File: config.mk
export PLATFORM = sky130hd
export DESIGN_NAME = sliding_window_moving_average
export DESIGN_NICKNAME = d
export VERILOG_FILES = /design/src/hw/rtl/swma_pkg.sv /design/src/hw/rtl/swma_div.sv /design/src/hw/rtl/swma_dp.sv /design/src/hw/rtl/swma_ctrl.sv /design/src/hw/rtl/sliding_window_moving_average.sv
export SDC_FILE = /design/constraint.sdc
export NUM_CORES = 2
export LEC_CHECK = 0
export BUFFER_PORTS_ARGS = -buffer_cell sky130_fd_sc_hd__buf_2
export CAP_MARGIN = 30
export CORE_ASPECT_RATIO = 0.5
export CORE_MARGIN = 5
export CORE_UTILIZATION = 55
export CTS_CLUSTER_DIAMETER = 200
export DETAILED_ROUTE_END_ITERATION = 7
export PLACE_DENSITY = 0.72
export SYNTH_ARGS = -nofsm -noshare
export SYNTH_HDL_FRONTEND = slang
export SYNTH_SLANG_ARGS = --single-unit
File: constraint.sdc
create_clock -name clk -period 9.1 [get_ports clk]
set_input_delay 1.82 -clock clk [delete_from_list [all_inputs] [get_ports clk]]
set_output_delay 1.82 -clock clk [all_outputs]
set_load 0.01 [all_outputs]
File: src/hw/rtl/swma_pkg.sv
`timescale 1ns / 1ps
// ----------------------------------------------------------------------------
// swma_pkg
// Shared widths, reset values and controller/datapath interface types for the
// sliding-window moving average.
// ----------------------------------------------------------------------------
package swma_pkg;

  // Fixed field widths
  localparam int SMP_W  = 32;  // input sample
  localparam int AVG_W  = 48;  // fixed-point average
  localparam int HELD_W = 7;   // samples held
  localparam int WIN_W  = 7;   // window size register

  localparam logic [WIN_W-1:0] WIN_RESET = 7'd3;

  // Controller -> datapath commands
  typedef struct packed {
    logic cap;     // capture input word
    logic rd;      // read oldest ring slot
    logic upd;     // update ring, sum, pointers
    logic dstart;  // load divider
    logic oload;   // load output register
  } cmd_t;

  // Datapath -> controller status
  typedef struct packed {
    logic div_done;  // last divide step this cycle
  } stat_t;

endpackage

File: src/hw/rtl/swma_div.sv
`timescale 1ns / 1ps
// ----------------------------------------------------------------------------
// swma_div
// Restoring unsigned divider, one quotient bit per cycle.
// ----------------------------------------------------------------------------
module swma_div #(
  parameter int DVD_W = 54,
  parameter int DVS_W = 7
) (
  input  logic             clk,
  input  logic             rst_n,
  input  logic             start,
  input  logic [DVD_W-1:0] dividend,
  input  logic [DVS_W-1:0] divisor,
  output logic [DVD_W-1:0] quotient,
  output logic             done
);

  localparam int CNT_W = $clog2(DVD_W + 1);

  logic             busy_r, busy_nxt;
  logic [CNT_W-1:0] cnt_r, cnt_nxt;
  logic [DVD_W-1:0] quo_r;
  logic [DVS_W-1:0] rem_r;
  logic [DVS_W-1:0] dvs_r;
  logic [DVS_W:0]   trial;
  logic [DVS_W:0]   diff;
  logic             ge;

  // One restoring step: shift in next dividend bit, trial subtract
  assign trial = {rem_r, quo_r[DVD_W-1]};
  assign diff  = trial - {1'b0, dvs_r};
  assign ge    = (trial >= {1'b0, dvs_r});
  assign done  = busy_r && (cnt_r == CNT_W'(1));

  // Step control
  always_comb begin
    busy_nxt = busy_r;
    cnt_nxt  = cnt_r;
    if (start) begin
      busy_nxt = 1'b1;
      cnt_nxt  = CNT_W'(DVD_W);
    end else if (busy_r) begin
      cnt_nxt = cnt_r - CNT_W'(1);
      if (done) busy_nxt = 1'b0;
    end
  end

  always_ff @(posedge clk) begin
    if (!rst_n) begin
      busy_r <= 1'b0;
      cnt_r  <= '0;
    end else begin
      busy_r <= busy_nxt;
      cnt_r  <= cnt_nxt;
    end
  end

  // Quotient / remainder registers
  always_ff @(posedge clk) begin
    if (start) begin
      quo_r <= dividend;
      rem_r <= '0;
      dvs_r <= divisor;
    end else if (busy_r) begin
      quo_r <= {quo_r[DVD_W-2:0], ge};
      rem_r <= ge ? diff[DVS_W-1:0] : trial[DVS_W-1:0];
    end
  end

  assign quotient = quo_r;

endmodule

File: src/hw/rtl/swma_dp.sv
`timescale 1ns / 1ps
// ----------------------------------------------------------------------------
// swma_dp
// Datapath: sample ring, running sum, fill/slot pointers, divider and output
// register.
// ----------------------------------------------------------------------------
module swma_dp import swma_pkg::*; #(
  parameter int WINDOW_MAX    = 64,
  parameter int FRACTION_BITS = 16
) (
  input  logic                    clk,
  input  logic                    rst_n,
  input  logic                    cfg_we,
  input  logic [WIN_W-1:0]        cfg_wdata,
  input  logic signed [SMP_W-1:0] in_sample,
  input  cmd_t                    cmd,
  output stat_t                   stat,
  output logic signed [AVG_W-1:0] out_average,
  output logic [HELD_W-1:0]       out_samples_held
);

  localparam int SLOT_W = (WINDOW_MAX > 1) ? $clog2(WINDOW_MAX) : 1;
  localparam int CNT_W  = $clog2(WINDOW_MAX + 1);
  localparam int SUM_W  = SMP_W + SLOT_W;
  localparam int DIV_W  = SUM_W + FRACTION_BITS;
  localparam int QW     = (DIV_W > AVG_W) ? DIV_W : AVG_W;
  localparam int CW     = (CNT_W > WIN_W) ? CNT_W + 1 : WIN_W + 1;

  logic [WIN_W-1:0]        win_r;
  logic [SLOT_W-1:0]       slot_r, slot_nxt;
  logic [CNT_W-1:0]        fill_r, fill_nxt;
  logic signed [SUM_W-1:0] sum_r, sum_nxt;
  logic signed [SMP_W-1:0] smp_r;
  logic signed [SMP_W-1:0] old_r;
  logic                    neg_r;
  logic signed [AVG_W-1:0] avg_r;
  logic [HELD_W-1:0]       held_r;

  logic [SMP_W-1:0]        ring [WINDOW_MAX];

  logic [CNT_W-1:0]        win_eff;
  logic [SLOT_W-1:0]       cur_slot;
  logic [CNT_W-1:0]        slot_inc;
  logic                    full;
  logic [SUM_W-1:0]        mag;
  logic [DIV_W-1:0]        dividend;
  logic [DIV_W-1:0]        quo;
  logic [QW-1:0]           q_ext;
  logic [QW-1:0]           res;

  // Effective window: zero acts as one, clamp at WINDOW_MAX
  always_comb begin
    if (win_r == '0)
      win_eff = CNT_W'(1);
    else if (CW'(win_r) > CW'(WINDOW_MAX))
      win_eff = CNT_W'(WINDOW_MAX);
    else
      win_eff = CNT_W'(win_r);
  end

  // Current slot and pointer/sum update
  assign cur_slot = (CNT_W'(slot_r) >= win_eff) ? '0 : slot_r;
  assign slot_inc = CNT_W'(cur_slot) + CNT_W'(1);
  assign full     = (fill_r >= win_eff);

  always_comb begin
    slot_nxt = (slot_inc >= win_eff) ? '0 : SLOT_W'(slot_inc);
    fill_nxt = full ? win_eff : fill_r + CNT_W'(1);
    sum_nxt  = sum_r + SUM_W'(smp_r) - (full ? SUM_W'(old_r) : '0);
  end

  always_ff @(posedge clk) begin
    if (!rst_n) begin
      win_r  <= WIN_RESET;
      slot_r <= '0;
      fill_r <= '0;
      sum_r  <= '0;
    end else if (cfg_we) begin
      win_r  <= cfg_wdata;
      slot_r <= '0;
      fill_r <= '0;
      sum_r  <= '0;
    end else if (cmd.upd) begin
      slot_r <= slot_nxt;
      fill_r <= fill_nxt;
      sum_r  <= sum_nxt;
    end
  end

  // Input capture
  always_ff @(posedge clk) begin
    if (cmd.cap) smp_r <= in_sample;
  end

  // Sample ring: read oldest, then overwrite with new
  always_ff @(posedge clk) begin
    if (cmd.rd)  old_r <= ring[cur_slot];
    if (cmd.upd) ring[cur_slot] <= smp_r;
  end

  // Divider operands: |sum| scaled by 2^FRACTION_BITS
  assign mag      = sum_r[SUM_W-1] ? SUM_W'(-sum_r) : SUM_W'(sum_r);
  assign dividend = DIV_W'(mag) << FRACTION_BITS;

  always_ff @(posedge clk) begin
    if (cmd.dstart) neg_r <= sum_r[SUM_W-1];
  end

  swma_div #(
    .DVD_W (DIV_W),
    .DVS_W (CNT_W)
  ) u_div (
    .clk      (clk),
    .rst_n    (rst_n),
    .start    (cmd.dstart),
    .dividend (dividend),
    .divisor  (fill_r),
    .quotient (quo),
    .done     (stat.div_done)
  );

  // Sign restore and output register
  assign q_ext = QW'(quo);
  assign res   = neg_r ? (~q_ext + QW'(1)) : q_ext;

  always_ff @(posedge clk) begin
    if (cmd.oload) begin
      avg_r  <= res[AVG_W-1:0];
      held_r <= HELD_W'(fill_r);
    end
  end

  assign out_average      = avg_r;
  assign out_samples_held = held_r;

  // Checks
  a_fill_bound: assert property (@(posedge clk) disable iff (!rst_n)
    fill_r <= CNT_W'(WINDOW_MAX))
    else $error("fill count above window maximum");

  a_upd_full: assert property (@(posedge clk) disable iff (!rst_n)
    cmd.upd && !cfg_we |=> fill_r != '0)
    else $error("fill count zero after update");

endmodule

File: src/hw/rtl/swma_ctrl.sv
`timescale 1ns / 1ps
// ----------------------------------------------------------------------------
// swma_ctrl
// Controller: sequences read, update, divide and output load for each word.
// ----------------------------------------------------------------------------
module swma_ctrl import swma_pkg::*; (
  input  logic  clk,
  input  logic  rst_n,
  input  logic  in_valid,
  output logic  in_ready,
  output logic  out_valid,
  input  logic  out_ready,
  output cmd_t  cmd,
  input  stat_t stat
);

  localparam logic [2:0] S_IDLE = 3'd0;
  localparam logic [2:0] S_RD   = 3'd1;
  localparam logic [2:0] S_UPD  = 3'd2;
  localparam logic [2:0] S_DST  = 3'd3;
  localparam logic [2:0] S_DIV  = 3'd4;
  localparam logic [2:0] S_OUT  = 3'd5;

  logic [2:0] state_r, state_nxt;
  logic       out_valid_r, out_valid_nxt;

  assign in_ready = (state_r == S_IDLE);

  // Next state and commands
  always_comb begin
    state_nxt = state_r;
    cmd       = '0;
    case (state_r)
      S_IDLE: begin
        if (in_valid) begin
          cmd.cap   = 1'b1;
          state_nxt = S_RD;
        end
      end
      S_RD: begin
        cmd.rd    = 1'b1;
        state_nxt = S_UPD;
      end
      S_UPD: begin
        cmd.upd   = 1'b1;
        state_nxt = S_DST;
      end
      S_DST: begin
        cmd.dstart = 1'b1;
        state_nxt  = S_DIV;
      end
      S_DIV: begin
        if (stat.div_done) state_nxt = S_OUT;
      end
      S_OUT: begin
        if (!out_valid_r || out_ready) begin
          cmd.oload = 1'b1;
          state_nxt = S_IDLE;
        end
      end
      default: state_nxt = S_IDLE;
    endcase
  end

  // Output valid flag
  always_comb begin
    if (cmd.oload)
      out_valid_nxt = 1'b1;
    else if (out_ready)
      out_valid_nxt = 1'b0;
    else
      out_valid_nxt = out_valid_r;
  end

  always_ff @(posedge clk) begin
    if (!rst_n) begin
      state_r     <= S_IDLE;
      out_valid_r <= 1'b0;
    end else begin
      state_r     <= state_nxt;
      out_valid_r <= out_valid_nxt;
    end
  end

  assign out_valid = out_valid_r;

  // Checks
  a_accept_rd: assert property (@(posedge clk) disable iff (!rst_n)
    in_valid && in_ready |=> state_r == S_RD)
    else $error("accepted word did not start ring read");

  a_oload_free: assert property (@(posedge clk) disable iff (!rst_n)
    cmd.oload |-> !out_valid_r || out_ready)
    else $error("output register overwritten before taken");

  a_done_div: assert property (@(posedge clk) disable iff (!rst_n)
    stat.div_done |-> state_r == S_DIV)
    else $error("divider finished outside divide state");

endmodule

File: src/hw/rtl/sliding_window_moving_average.sv
`timescale 1ns / 1ps
// ----------------------------------------------------------------------------
// sliding_window_moving_average
// Moving average of the last window_size signed samples, 16-bit fraction.
// ----------------------------------------------------------------------------
// Each accepted sample produces one average word. Between acceptance and the
// next acceptance a word passes through a ring read, a sum update, a divider
// load, DIV_W restoring divide steps at one quotient bit per cycle (DIV_W is
// the divider width, 32 + log2(WINDOW_MAX) + FRACTION_BITS = 54 at defaults),
// and an output load that waits until the previous average is taken. A new
// sample may be accepted while the previous average still waits on out_ready.
// Writing cfg_wdata through cfg_we empties the window; a size of zero acts as
// one and sizes above WINDOW_MAX act as WINDOW_MAX.
// ----------------------------------------------------------------------------
module sliding_window_moving_average import swma_pkg::*; #(
  parameter int WINDOW_MAX    = 64,
  parameter int FRACTION_BITS = 16
) (
  input  logic                    clk,
  input  logic                    rst_n,
  input  logic                    cfg_we,
  input  logic [WIN_W-1:0]        cfg_wdata,
  input  logic                    in_valid,
  output logic                    in_ready,
  input  logic signed [SMP_W-1:0] in_sample,
  output logic                    out_valid,
  input  logic                    out_ready,
  output logic signed [AVG_W-1:0] out_average,
  output logic [HELD_W-1:0]       out_samples_held
);

  cmd_t  cmd;
  stat_t stat;

  swma_ctrl u_ctrl (
    .clk       (clk),
    .rst_n     (rst_n),
    .in_valid  (in_valid),
    .in_ready  (in_ready),
    .out_valid (out_valid),
    .out_ready (out_ready),
    .cmd       (cmd),
    .stat      (stat)
  );

  swma_dp #(
    .WINDOW_MAX    (WINDOW_MAX),
    .FRACTION_BITS (FRACTION_BITS)
  ) u_dp (
    .clk              (clk),
    .rst_n            (rst_n),
    .cfg_we           (cfg_we),
    .cfg_wdata        (cfg_wdata),
    .in_sample        (in_sample),
    .cmd              (cmd),
    .stat             (stat),
    .out_average      (out_average),
    .out_samples_held (out_samples_held)
  );

endmodule
==> flow_metrics.env <==
export IMPL_vias_per_cell=6.860
export IMPL_grt_util_all_layers_pct=29.80
export IMPL_start_kind="flip-flop"
export IMPL_comb_power_share_pct=7.9
export IMPL_area_delta_synth_final_pct=11.63
export IMPL_numCtsBuffers=189
export IMPL_netlist_instances=5325
export IMPL_port_buffers=100
export IMPL_ctsHoldBuffers=0
export IMPL_period_share_pct=66.18
export IMPL_synth_xor_area_share_pct=1.239
export IMPL_grt_pass1_vias=51440
export IMPL_worstSetupPathType="reg -> reg"
export IMPL_cts_tree="built"
export IMPL_cts_resized=0
export IMPL_final_cell_mix="2,213 x edfxtp_1, 509 x a22oi_1, 261 x a31oi_1"
export IMPL_routedWlPerCell_um=32.79
export IMPL_synthAdderAreaFrac_pct=1.881
export IMPL_grt_ovfl_total=0
export IMPL_ctsHtreeMaxLevel=4
export IMPL_synthSimpleGateAreaFrac_pct=3.568
export IMPL_cellInternalPower_mw=16.59
export IMPL_firstDrtPassIters=7
export IMPL_hold_slack_ns=0.4513
export IMPL_seqPwrFrac_pct=55.3
export IMPL_final_nets=5647
export IMPL_cts_sinks=2305
export IMPL_rsz0062_at_grt="no"
export IMPL_path_clk_slew_ns=0.06
export IMPL_finClkSkew_ns=0.05696
export IMPL_drive_gt1_share_pct=11.77
export IMPL_endpoint_kind="flip-flop"
export IMPL_die_area_mm2=0.1692
export IMPL_holdCritPathClass="reg -> reg"
export IMPL_postCtsSetupRepairBufs=0
export IMPL_num_io_pins=101
export IMPL_max_freq_mhz=166.1
export IMPL_fin_crit_ns=6.022
export IMPL_p_sw_share_pct=23.21
export IMPL_syn_nets=5479
export IMPL_max_slew_margin_pct=26.94
export IMPL_worstSkewPairLatency_ns=0.84
export IMPL_cp_required_ns=9.81
export IMPL_grt_first_pass_wirelength_mm=363.6
export IMPL_multi_input_area_mm2=0.01880
export IMPL_seq_area_mm2=0.06830
export IMPL_hold_viol_final=0
export IMPL_synth_area_mm2=0.08834
export IMPL_ys_warn_count=0
export IMPL_vias=53690
export IMPL_p_clk_share_pct=36.8
export IMPL_clk_path_buf_depth=3
export IMPL_final_common_cell="edfxtp_1"
export IMPL_arrival_ns=6.73
export IMPL_grt_max_degree=98
export IMPL_power_leakage_nw=30.67
export IMPL_gp_congestion=0.8637
export IMPL_hpwlAfterDp_mm=145.9
export IMPL_synth_compound_area_share_pct=13.47
export IMPL_ant_nets=0
export IMPL_synth_top_family_by_area="compound AO/OA/AOI/OAI gates"
export IMPL_drv_slew=0
export IMPL_powerDensity_mw_per_mm2=219.0
export IMPL_synthFlopType="edfxtp_1"
export IMPL_ys_ff_latch=2305
export IMPL_drt_wl_total_mm=256.6
export IMPL_ir_drop_mv=0.1582
export IMPL_initial_core_util_pct=55.11
export IMPL_die_y_um=293.4
export IMPL_fin_tns_setup_ns=0
export IMPL_setup_viol=0
export IMPL_drv_cap=0
export IMPL_netSwitchingPower_mw=5.012
export IMPL_drc_errors=0
export IMPL_die_width_um=576.8
export IMPL_core_area_mm2=0.1603
export IMPL_worstMarginPinSlew_ns=1.087
export IMPL_cts_root_buf="clkbuf_16"
export IMPL_synthArstFlopShare_pct=0
export IMPL_status="completed"
export IMPL_synth_avg_cell_area_um2=16.59
export IMPL_antenna_found_initial=14
export IMPL_rows=104
export IMPL_ys_seq_area_share_pct=77.31
export IMPL_crit_path_max_fanout=34
export IMPL_synthDistinctLibCells=64
export IMPL_drtIter0Drc=8676
export IMPL_fillers=11160
export IMPL_synth_area_mux_share_pct=0.4362
export IMPL_synth_edf_count=2213
-- stage by stage --
step	instance area [um^2]	instances	worst slack [ns]	power, mW	utilization, %
2_1_floorplan	88340	5325	4.043	13.24	-
3_3_place_gp	92570	7461	2.648	13.78	57.74
3_5_place_dp	92660	7473	2.735	13.84	57.80
4_1_cts	98580	7823	2.694	21.57	61.49
5_1_grt	98610	7825	2.596	22.24	61.51
6_report	98620	7826	3.078	21.60	61.51
-- state kept, by name, indices dropped and copies added (netlist names), 3 cells and up --
| signal | flops |
|---|---|
| u_dp.smp_r | 32 |
| u_dp.u_div.rem_r | 7 |
| u_dp.old_r | 32 |
| u_dp.u_div.cnt_r | 6 |
| u_dp.out_average | 48 |
| u_dp.u_div.quotient | 54 |
| u_dp.out_samples_held | 7 |
| u_dp.win_r | 7 |
| u_dp.ring | 2048 |
| u_dp.fill_r | 7 |
| u_ctrl.state_r | 3 |
| u_dp.slot_r | 6 |
| u_dp.u_div.dvs_r | 7 |
| u_dp.sum_r | 38 |
-- power by group through the flow --
stage	combinational (mW)	clock, mW	sequential, mW
6_report	1.71	7.94	11.9
5_1_grt	1.86	8.43	11.9
4_1_cts	1.68	7.95	11.9
3_5_place_dp	1.67	0	12.2
3_3_place_gp	1.62	0	12.2
2_1_floorplan	0.972	0	12.3
-- metal layers --
layer / vias up / GRT usage, % / wire length, um
met3: 661 / 11.37 / 42670
li1: 22050 / - / -
met5: - / 0 / 104
met2: 4480 / 44.72 / 113100
met1: 26490 / 39.66 / 89530
met4: 14 / 11.96 / 11170
-- kinds of logic (layout without fill, tap and decap cells) --
kind of cell | count (synthesis) | in the layout
buffers and inverters | 495 | 822
adder cells (fa/ha/maj) | 110 | 110
AO/OA/AOI/OAI | 1607 | 1607
flip-flops | 2305 | 2305
XOR/XNOR | 125 | 125
multiplexers | 38 | 38
other | 0 | 1
AND/OR/NAND/NOR | 645 | 645
-- critical path, stage by stage, from the launching register on --
cell and delay [ns]:
dfxtp_1 0.32, nor3_1 0.17, a21oi_1 0.09, nor2_1 0.28, ha_1 0.29, nand2b_1 0.14
a21o_1 0.17, a21o_1 0.17, a211oi_1 0.23, o21bai_1 0.12, a21o_1 0.25, buf_16 0.18
and2_1 0.19, fa_1 0.48, inv_1 0.06, ha_1 0.29, a211oi_1 0.23, o31ai_1 0.16
o21ai_0 0.44, nand2_1 0.16, a41oi_1 0.50, o21bai_1 0.25, a31oi_1 0.30, mux2_2 0.37
o211ai_1 0.08
-- final timing paths --
path	from	to	slack [ns]	cells past startpoint
max	u_dp.win_r[1]	u_dp.sum_r[37]	3.08	24
min	u_dp.sum_r[23]	u_dp.sum_r[23]	0.45	2
max reg2reg	u_dp.win_r[1]	u_dp.sum_r[37]	3.08	24
min reg2reg	u_dp.sum_r[23]	u_dp.sum_r[23]	0.45	2
-- cell type report --
cell class | instances | area share, %
Antenna cell | 1 | 0.002538
Timing Repair Buffer | 311 | 2.307
Clock buffer | 250 | 5.093
Clock inverter | 100 | 0.9046
Multi-Input combinational cell | 2525 | 19.07
Inverter | 161 | 0.6128
Sequential cell | 2305 | 69.26
Tap cell | 2173 | 2.757
-- cells in the mapped netlist (4+ instances only) --
master / n / area share (%)
or2_2: 6 / 0.042
edfxtp_1: 2213 / 75
nand2_1: 208 / 0.88
and2_1: 40 / 0.28
a31oi_1: 261 / 1.8
o21ai_0: 110 / 0.62
a21boi_0: 9 / 0.076
nand3_1: 61 / 0.35
ha_1: 72 / 1.0
o21bai_1: 8 / 0.068
a22o_1: 251 / 2.5
nor2b_1: 20 / 0.14
a211oi_1: 16 / 0.14
and3_1: 9 / 0.064
or3_1: 17 / 0.12
a221oi_1: 254 / 2.5
dfxtp_1: 92 / 2.1
nand4_1: 12 / 0.085
a21o_1: 20 / 0.17
fa_1: 38 / 0.86
xor2_1: 22 / 0.22
o21a_1: 4 / 0.034
nor3b_1: 4 / 0.034
nor3_1: 19 / 0.11
a22oi_1: 509 / 4.3
nand4b_1: 4 / 0.040
mux2i_1: 34 / 0.39
o31ai_1: 29 / 0.25
mux2_2: 4 / 0.051
o211ai_1: 4 / 0.034
clkbuf_1: 294 / 1.2
a21oi_1: 97 / 0.55
buf_1: 40 / 0.17
nor4_1: 71 / 0.50
xnor2_1: 103 / 1.0
or4_1: 12 / 0.10
nand2b_1: 13 / 0.092
inv_1: 160 / 0.68
o41ai_1: 9 / 0.089
nor2_1: 135 / 0.57
(Power assumes the default switching activity.)
